`src/hdl/top_k_score_selector_core_defines.svh`:
```
// ----------------------------------------------------------------------------
// top_k_score_selector_core_defines.svh
// Assertion macros used by the selector core RTL.
// ----------------------------------------------------------------------------
`ifndef TOP_K_SCORE_SELECTOR_CORE_DEFINES_SVH
`define TOP_K_SCORE_SELECTOR_CORE_DEFINES_SVH

// same-cycle implication, clocked on clk, off while rst_n is low
`define TKSEL_ASSERT_NOW(label, ante, cons) \
  label: assert property (@(posedge clk) disable iff (!rst_n) (ante) |-> (cons)) \
    else $error("tksel assertion failed");

// next-cycle implication
`define TKSEL_ASSERT_NEXT(label, ante, cons) \
  label: assert property (@(posedge clk) disable iff (!rst_n) (ante) |=> (cons)) \
    else $error("tksel assertion failed");

`endif

```
`src/hdl/tksel_pkg.sv`:
```
// ----------------------------------------------------------------------------
// tksel_pkg
// Shared types and constants of the top-k score selector.
// ----------------------------------------------------------------------------
package tksel_pkg;

  localparam int SCORE_W   = 32;
  localparam int OUT_IDX_W = 16;
  localparam int RANK_W    = 4;
  localparam int CFG_W     = 5;
  localparam logic [CFG_W-1:0] SEL_COUNT_RESET = 5'd16;

  typedef logic [1:0] cell_mode_t;
  localparam cell_mode_t CELL_HOLD   = 2'd0;
  localparam cell_mode_t CELL_INSERT = 2'd1;
  localparam cell_mode_t CELL_SHIFT  = 2'd2;

  // per-cell control from the sequencer
  typedef struct packed {
    cell_mode_t mode;
    logic       occ;       // this cell holds a kept entry
    logic       prev_occ;  // left neighbor holds a kept entry (1 for the head)
  } cell_ctrl_t;

endpackage

```
`src/hdl/tksel_cell.sv`:
```
// ----------------------------------------------------------------------------
// tksel_cell
// One slot of the sorted insertion chain.
// ----------------------------------------------------------------------------
module tksel_cell #(
  parameter int IDX_W = 16
) (
  input  logic                                clk,
  input  tksel_pkg::cell_ctrl_t               ctrl,
  input  logic signed [tksel_pkg::SCORE_W-1:0] new_score,
  input  logic        [IDX_W-1:0]             new_index,
  input  logic                                prev_ins,
  input  logic signed [tksel_pkg::SCORE_W-1:0] prev_score,
  input  logic        [IDX_W-1:0]             prev_index,
  input  logic signed [tksel_pkg::SCORE_W-1:0] next_score,
  input  logic        [IDX_W-1:0]             next_index,
  output logic                                ins,
  output logic signed [tksel_pkg::SCORE_W-1:0] score,
  output logic        [IDX_W-1:0]             index
);

  logic signed [tksel_pkg::SCORE_W-1:0] score_r, score_nxt;
  logic        [IDX_W-1:0]             index_r, index_nxt;

  // strictly lower kept score: the new pair goes in front of it
  assign ins = ctrl.occ && (score_r < new_score);

  always_comb begin
    score_nxt = score_r;
    index_nxt = index_r;
    case (ctrl.mode)
      tksel_pkg::CELL_INSERT: begin
        if (prev_ins) begin
          score_nxt = prev_score;
          index_nxt = prev_index;
        end else if (ins || (!ctrl.occ && ctrl.prev_occ)) begin
          score_nxt = new_score;
          index_nxt = new_index;
        end
      end
      tksel_pkg::CELL_SHIFT: begin
        score_nxt = next_score;
        index_nxt = next_index;
      end
      default: begin
        score_nxt = score_r;
        index_nxt = index_r;
      end
    endcase
  end

  always_ff @(posedge clk) begin
    score_r <= score_nxt;
    index_r <= index_nxt;
  end

  assign score = score_r;
  assign index = index_r;

endmodule

```
`src/hdl/top_k_score_selector_core.sv`:
```
// ----------------------------------------------------------------------------
// top_k_score_selector_core
// Streaming top-k selection over (item index, score) requests.
// ----------------------------------------------------------------------------
// Usage: requests are taken one per cycle while the block collects a run; each
// goes into a chain of MAX_SELECT cells kept in descending score order, and
// ties keep arrival order. The request flagged last_item is itself a candidate
// and starts the drain: the kept entries leave best first, one per cycle as the
// output register frees, by shifting the chain toward its head. During the
// drain in_stall is high, so input is locked out until every kept entry has
// left (when nothing is kept, a single result with none_selected set is
// sent). The drain rate is set by the output handshake. The selection_count
// register is written through cfg_we / cfg_data; the user must write it only
// while idle; the block itself does not enforce this. Values above MAX_SELECT
// act as MAX_SELECT. Slots hold no reset value; only the kept ones are ever read.
// ----------------------------------------------------------------------------
`include "top_k_score_selector_core_defines.svh"

module top_k_score_selector_core #(
  parameter int MAX_SELECT = 16,
  parameter int INDEX_BITS = 16
) (
  input  logic                                   clk,
  input  logic                                   rst_n,
  // configuration
  input  logic                                   cfg_we,
  input  logic        [tksel_pkg::CFG_W-1:0]     cfg_data,
  // candidate requests
  input  logic                                   in_valid,
  output logic                                   in_stall,
  input  logic        [tksel_pkg::OUT_IDX_W-1:0] in_item_index,
  input  logic signed [tksel_pkg::SCORE_W-1:0]   in_score,
  input  logic                                   in_last_item,
  // selection results
  output logic                                   out_valid,
  input  logic                                   out_stall,
  output logic        [tksel_pkg::OUT_IDX_W-1:0] out_selected_index,
  output logic signed [tksel_pkg::SCORE_W-1:0]   out_selected_score,
  output logic        [tksel_pkg::RANK_W-1:0]    out_rank,
  output logic                                   out_none_selected,
  output logic                                   out_last_in_run
);

  localparam int CNT_W = $clog2(MAX_SELECT + 1);

  // sequencer states
  localparam logic ST_IDLE  = 1'b0;
  localparam logic ST_DRAIN = 1'b1;

  logic                          state_r, state_nxt;
  logic [tksel_pkg::CFG_W-1:0]   sel_count_r;
  logic [CNT_W-1:0]              kept_r, kept_nxt;
  logic [CNT_W-1:0]              lim;
  logic [tksel_pkg::RANK_W-1:0]  rank_r, rank_nxt;

  logic in_acc;
  logic out_free;
  logic drain_go;
  logic drain_shift;
  logic placed;

  // chain wiring
  logic                          ins      [MAX_SELECT];
  logic signed [tksel_pkg::SCORE_W-1:0] c_score [MAX_SELECT];
  logic        [INDEX_BITS-1:0]         c_index [MAX_SELECT];
  logic        [MAX_SELECT-1:0]         ins_vec;
  tksel_pkg::cell_mode_t         mode;
  logic [INDEX_BITS-1:0]         new_index;

  // output register
  logic                                   out_valid_r, out_valid_nxt;
  logic        [tksel_pkg::OUT_IDX_W-1:0] out_index_r;
  logic signed [tksel_pkg::SCORE_W-1:0]   out_score_r;
  logic        [tksel_pkg::RANK_W-1:0]    out_rank_r;
  logic                                   out_none_r;
  logic                                   out_last_r;

  assign in_stall = (state_r != ST_IDLE);
  assign in_acc   = in_valid && !in_stall;
  assign out_free = !out_valid_r || !out_stall;
  assign drain_go = (state_r == ST_DRAIN) && out_free;
  assign drain_shift = drain_go && (kept_r != '0);

  // effective capacity, saturated at the chain length
  always_comb begin
    if (int'(sel_count_r) > MAX_SELECT) begin
      lim = CNT_W'(MAX_SELECT);
    end else begin
      lim = CNT_W'(sel_count_r);
    end
  end

  assign new_index = INDEX_BITS'(in_item_index);

  always_comb begin
    if (in_acc) begin
      mode = tksel_pkg::CELL_INSERT;
    end else if (drain_shift) begin
      mode = tksel_pkg::CELL_SHIFT;
    end else begin
      mode = tksel_pkg::CELL_HOLD;
    end
  end

  // the insertion chain; each cell sees only its neighbors
  for (genvar i = 0; i < MAX_SELECT; i++) begin : g_cell
    tksel_pkg::cell_ctrl_t ctrl;
    logic                                 p_ins;
    logic signed [tksel_pkg::SCORE_W-1:0] p_score, n_score;
    logic        [INDEX_BITS-1:0]         p_index, n_index;

    assign ctrl.mode = mode;
    assign ctrl.occ  = (CNT_W'(i) < kept_r);
    if (i == 0) begin : g_head
      assign ctrl.prev_occ = 1'b1;
      assign p_ins   = 1'b0;
      assign p_score = '0;
      assign p_index = '0;
    end else begin : g_body
      assign ctrl.prev_occ = (CNT_W'(i - 1) < kept_r);
      assign p_ins   = ins[i-1];
      assign p_score = c_score[i-1];
      assign p_index = c_index[i-1];
    end
    // the tail takes filler on a shift; it is empty afterward
    if (i == MAX_SELECT - 1) begin : g_tail
      assign n_score = '0;
      assign n_index = '0;
    end else begin : g_mid
      assign n_score = c_score[i+1];
      assign n_index = c_index[i+1];
    end

    tksel_cell #(
      .IDX_W(INDEX_BITS)
    ) u_cell (
      .clk        (clk),
      .ctrl       (ctrl),
      .new_score  (in_score),
      .new_index  (new_index),
      .prev_ins   (p_ins),
      .prev_score (p_score),
      .prev_index (p_index),
      .next_score (n_score),
      .next_index (n_index),
      .ins        (ins[i]),
      .score      (c_score[i]),
      .index      (c_index[i])
    );

    assign ins_vec[i] = ins[i];
  end

  assign placed = |ins_vec;

  // kept count: insertion drops the lowest entry once full, append stops at the limit
  always_comb begin
    kept_nxt = kept_r;
    if (in_acc) begin
      if (placed) begin
        if (({1'b0, kept_r} + 1'b1) <= {1'b0, lim}) begin
          kept_nxt = kept_r + 1'b1;
        end
      end else if (kept_r < lim) begin
        kept_nxt = kept_r + 1'b1;
      end
    end else if (drain_shift) begin
      kept_nxt = kept_r - 1'b1;
    end
  end

  // sequencer
  always_comb begin
    state_nxt = state_r;
    rank_nxt  = rank_r;
    case (state_r)
      ST_IDLE: begin
        if (in_acc && in_last_item) begin
          state_nxt = ST_DRAIN;
          rank_nxt  = '0;
        end
      end
      ST_DRAIN: begin
        if (drain_go) begin
          rank_nxt = rank_r + 1'b1;
          if (kept_r <= CNT_W'(1)) begin
            state_nxt = ST_IDLE;
          end
        end
      end
      default: begin
        state_nxt = ST_IDLE;
      end
    endcase
  end

  assign out_valid_nxt = drain_go ? 1'b1 : (out_valid_r && out_stall);

  always_ff @(posedge clk) begin
    if (!rst_n) begin
      state_r     <= ST_IDLE;
      sel_count_r <= tksel_pkg::SEL_COUNT_RESET;
      kept_r      <= '0;
      rank_r      <= '0;
      out_valid_r <= 1'b0;
    end else begin
      state_r     <= state_nxt;
      kept_r      <= kept_nxt;
      rank_r      <= rank_nxt;
      out_valid_r <= out_valid_nxt;
      if (cfg_we) begin
        sel_count_r <= cfg_data;
      end
    end
  end

  // result payload: head of the chain, or the empty-run marker
  always_ff @(posedge clk) begin
    if (drain_go) begin
      if (kept_r == '0) begin
        out_index_r <= '0;
        out_score_r <= '0;
        out_rank_r  <= '0;
        out_none_r  <= 1'b1;
        out_last_r  <= 1'b1;
      end else begin
        out_index_r <= tksel_pkg::OUT_IDX_W'(c_index[0]);
        out_score_r <= c_score[0];
        out_rank_r  <= rank_r;
        out_none_r  <= 1'b0;
        out_last_r  <= (kept_r == CNT_W'(1));
      end
    end
  end

  assign out_valid          = out_valid_r;
  assign out_selected_index = out_index_r;
  assign out_selected_score = out_score_r;
  assign out_rank           = out_rank_r;
  assign out_none_selected  = out_none_r;
  assign out_last_in_run    = out_last_r;

  // checks
  `TKSEL_ASSERT_NOW(a_kept_bound, 1'b1, kept_r <= CNT_W'(MAX_SELECT))
  `TKSEL_ASSERT_NEXT(a_last_drains, in_acc && in_last_item, state_r == ST_DRAIN)
  `TKSEL_ASSERT_NOW(a_none_form, out_valid_r && out_none_r, out_last_r && (out_rank_r == '0) && (out_score_r == '0))
  `TKSEL_ASSERT_NEXT(a_idle_empty, (state_r == ST_DRAIN) && (state_nxt == ST_IDLE), kept_r == '0)

endmodule
```
`config.mk`:
```
export PLATFORM = sky130hd
export DESIGN_NAME = top_k_score_selector_core
export DESIGN_NICKNAME = d
export VERILOG_FILES = /design/src/hdl/tksel_pkg.sv /design/src/hdl/tksel_cell.sv /design/src/hdl/top_k_score_selector_core.sv
export VERILOG_INCLUDE_DIRS = /design/src /design/src/hdl
export SDC_FILE = /design/constraint.sdc
export NUM_CORES = 2
export LEC_CHECK = 0
export BUFFER_PORTS_ARGS = -buffer_cell sky130_fd_sc_hd__buf_2
export CAP_MARGIN = 30
export CORE_MARGIN = 2
export CORE_UTILIZATION = 50
export CTS_BUF_LIST = sky130_fd_sc_hd__clkbuf_4
export CTS_CLUSTER_DIAMETER = 40
export DETAILED_ROUTE_END_ITERATION = 8
export PLACE_DENSITY_LB_ADDON = 0.05
export SLEW_MARGIN = 20
export SYNTH_ARGS = -nofsm -noshare
export SYNTH_HDL_FRONTEND = slang
export SYNTH_SLANG_ARGS = --single-unit
```
`constraint.sdc`:
```
create_clock -name clk -period 17.8 [get_ports clk]
set_input_delay 0.89 -clock clk [delete_from_list [all_inputs] [get_ports clk]]
set_output_delay 0.89 -clock clk [all_outputs]
set_load 0.01 [all_outputs]
```
==> impl_metrics.csv <==
group,metric,value,unit
clock_network,clock_latency,1200,ps
final_layout,final_cells,6772,
yosys,ys_top_cells_by_area,"edfxtp_1, ha_1, mux2i_1",
setup_path,path_common_cell,"buf_4",
timing,setup_slack,11810,ps
global_routing,grt_remaining_overflow,0,
setup_path,cp_num_buf_inv,4,
yosys,synth.avg_cell_area,10.3,sq um
setup_path,crit_type,"in -> reg",
yosys,synth_top_family_by_area,"compound AO/OA/AOI/OAI gates",
die,fp.coreArea,0.104,sq mm
yosys,ys_seq_area_share,47.8,%
drt,wirelength,167,mm
yosys,ys_types,63,
yosys,synth_fa_ha_area_share,12.2,%
placed_design,port_buffers,114,
setup_path,crit_chain,"buf_2, inv_1, ha_1, nand4_1, a21oi_1, a2111oi_0, nand3_1, a211oi_1, mux2i_4, buf_4, nor2_1, a21oi_4, buf_4",
final_layout,drive_above_1_share,11.8,%
placed_design,dpl_cell_area,0.0545,sq mm
setup_path,crit_arrival,6750,ps
timing,fmax,167,MHz
final_layout,fin_area,0.0579,sq mm
yosys,synth_edf_count,822,
drt,drtAntennaViolNets,0,
drt,drc_errors,0,
hold_path,min_from,"out_stall",
yosys,synth_xor_area_share,0.151,%
yosys,synth_top_cell_by_area,"edfxtp_1",
global_routing,track_usage,31.1,%
die,rows,118,
power_and_ir_drop,vdd_ir_drop_max,0.0610,mV
hold_path,worstHoldEndpoint,"in_stall$_SDFF_PN0_",
placed_design,place_inst,6332,
timing,fin_crit,5990,ps
placed_design,place_ws,10660,ps
power_and_ir_drop,power_density,104,mW/mm^2
setup_path,timing.rr.start,"g_cell[7].u_cell.score[29]$_DFFE_PP_",
yosys,synthSimpleGateAreaFrac,11.5,%
clock_network,clockBufferDepth,3,
timing,clock-skew-final,71.2,ps
global_routing,grt_pass1_vias,39485,
drt,drt-initial-drc-count,4253,
drt,wl_per_cell,24.7,microns
yosys,synthCells,5068,
timing,worst_pin_slew,1040,ps
yosys,synth-seq-cells,838,
final_layout,layout_commonest_cell,"nand2_1",
yosys,synth.net_count,5637,
drt,dr.pass1.iters,5,
setup_path,r2r_cells,11,
timing,drv_slew,0,
yosys,synth_top_area_share,47.2,%
status,outcome,"completed",
clock_network,clkTransAtPathRegs,70,ps
timing,finalSetupViolations,0,
timing,finalSetupTns,0,ps
setup_path,cp_top_family,"buffers and inverters",
yosys,muxShareOfSynthArea,12.0,%
setup_path,cp_max_fo,40,
drt,route.vias.total,40925,
global_routing,antenna_found_initial,6,
setup_path,slowest_delay,830,ps
die,start_util,50.5,%
final_layout,final_cell_mix,"nand2_1, edfxtp_1, o21ai_0",
timing,post-route-period-util,33.7,%
timing,rsz0062_at_grt,"no",
placed_design,hpwl,111,mm
clock_network,cts-root-buf,"clkbuf_4",
setup_path,cpMaxStageDelayCell,"mux2i_4",
setup_path,regToRegSetupSlack,11900,ps
final_layout,fin_nets,5781,
timing,hold_violations,0,
clock_network,clock-sinks,838,
setup_path,startpoint_type,"primary input",
timing,slew_headroom,30.6,%
die,die_h,327,microns
final_layout,final_util,55.9,%
clock_network,cts_tree,"built",
setup_path,worstReg2RegEnd,"g_cell[8].u_cell.score[12]$_DFFE_PP_",
hold_path,worst_hold_path.num_cells,5,
die,design.die.area,0.107,sq mm
die,fp.dieW,327,microns
die,ios,115,
final_layout,area_delta_synth_final,10.7,%
yosys,yosysWarnings,0,
yosys,synth_compound_area_share,13.6,%
clock_network,cts_buffers,235,
placed_design,gp_congestion,0.944,
setup_path,required,18560,ps
yosys,syn_area,0.0523,sq mm
yosys,async_reset_ff_share,0,%
drt,routed_via_density,6.04,
yosys,synth_top_flop_cell,"edfxtp_1",
hold_path,hold_class,"in -> reg",
global_routing,grt_max_degree,281,
flow_run,max_cap_viol_count,0,
setup_path,endpoint_kind,"flip-flop",
power_and_ir_drop,leakage,21.5,nW
clock_network,htree_num_levels,4,
global_routing,grt_pass1_wl,251,mm
==> cell type report <==
type	instances	area (sq um)
Antenna cell	8	20.0
Clock buffer	351	2640
Clock inverter	58	374
Fill cell	9296	45800
Inverter	55	208
Multi-Input combinational cell	3851	26200
Sequential cell	838	25000
Tap cell	1380	1730
Timing Repair Buffer	231	1750
==> metal layers <==
metal / global-route usage (%) / wire, microns
met3: 6.29 / 14500
met1: 45.1 / 75300
met4: 12.4 / 5790
met2: 45.4 / 71300
met5: 0 / 27
==> repair_timing <==
action | CTS | global route
hold buffers | 14 | 0
setup buffers | 0 | 0
resized for setup | 0 | 0
hold endpoints to repair | 10 | 0
==> stage by stage <==
stage	power [mW]	hold slack [ps]
global placement	4.17	486
finish	6.05	168
CTS	6.06	51.7
floorplan	3.64	452
global route	6.36	108
detailed placement	4.22	490
==> logic make-up after synthesis <==
logic type                 count (synthesis)
AOI/OAI and AO/OA                       1296
and+or+nand+nor                         1410
DFF                                      838
xor gates and xnor gates                   9
adders and majority gates                510
muxes                                    626
buffers and inverters                    379
==> power breakdown <==
| group | total, mW | switching, mW | internal (mW) |
|---|---|---|---|
| registers | 2.79 | 0.225 | 2.56 |
| logic | 1.43 | 0.942 | 0.490 |
| clock network | 1.83 | 0.877 | 0.953 |
==> cell usage after synthesis, types with 4 or more instances <==
master	n
a2111oi_0	7
a211o_1	8
a211oi_1	21
a21o_1	55
a21oi_1	292
a221o_1	9
a221oi_1	18
a31oi_1	15
and2_1	6
and3_1	4
and4_1	29
buf_1	24
clkbuf_1	299
dfxtp_1	16
edfxtp_1	822
ha_1	510
inv_1	55
mux2i_1	624
nand2_1	886
nand2b_1	17
nand3_1	38
nand4_1	58
nor2_1	240
nor2b_1	66
nor3_1	33
nor4_1	5
o2111ai_1	4
o211ai_1	10
o21a_1	25
o21ai_0	789
o21ai_1	4
o22ai_1	5
o31a_1	4
o31ai_1	5
or2_2	4
or3_1	5
or4_1	7
xnor2_1	5
xor2_1	4
==> worst max path at each step <==
| stage | startpoint | to | slack, ps | cells past startpoint |
|---|---|---|---|---|
| global route | in_score[31] | g_cell[8].u_cell.score[12]$_DFFE_PP_ | 11700 | 13 |
| finish | in_score[31] | g_cell[8].u_cell.score[12]$_DFFE_PP_ | 11810 | 13 |
| global placement | in_score[31] | g_cell[8].u_cell.index[11]$_DFFE_PP_ | 10720 | 13 |
| floorplan | in_score[13] | g_cell[11].u_cell.index[0]$_DFFE_PP_ | 11180 | 11 |
| detailed placement | in_score[31] | g_cell[8].u_cell.index[11]$_DFFE_PP_ | 10660 | 13 |
| CTS | g_cell[7].u_cell.score[29]$_DFFE_PP_ | g_cell[8].u_cell.score[12]$_DFFE_PP_ | 11850 | 11 |
==> flip-flops by register name, indices dropped and copies added (netlist names), 4 cells and up <==
name                 count
out_rank                 4
g_cell.u_cell.score    512
out_selected_index      16
rank_r                   4
g_cell.u_cell.index    256
out_selected_score      32
kept_r                   5
sel_count_r              5
==> worst reg2reg max path, delay by kind of cell (launching register included) <==
kind                     cells  cell delay [ps]
adder cells (fa/ha/maj)      1              350
AO/OA/AOI/OAI                4             1690
multiplexers                 1              830
flip-flops                   1              510
AND/OR/NAND/NOR              3              560
buffers and inverters        2             1500
Note: power is estimated with default switching activity, not from simulation.
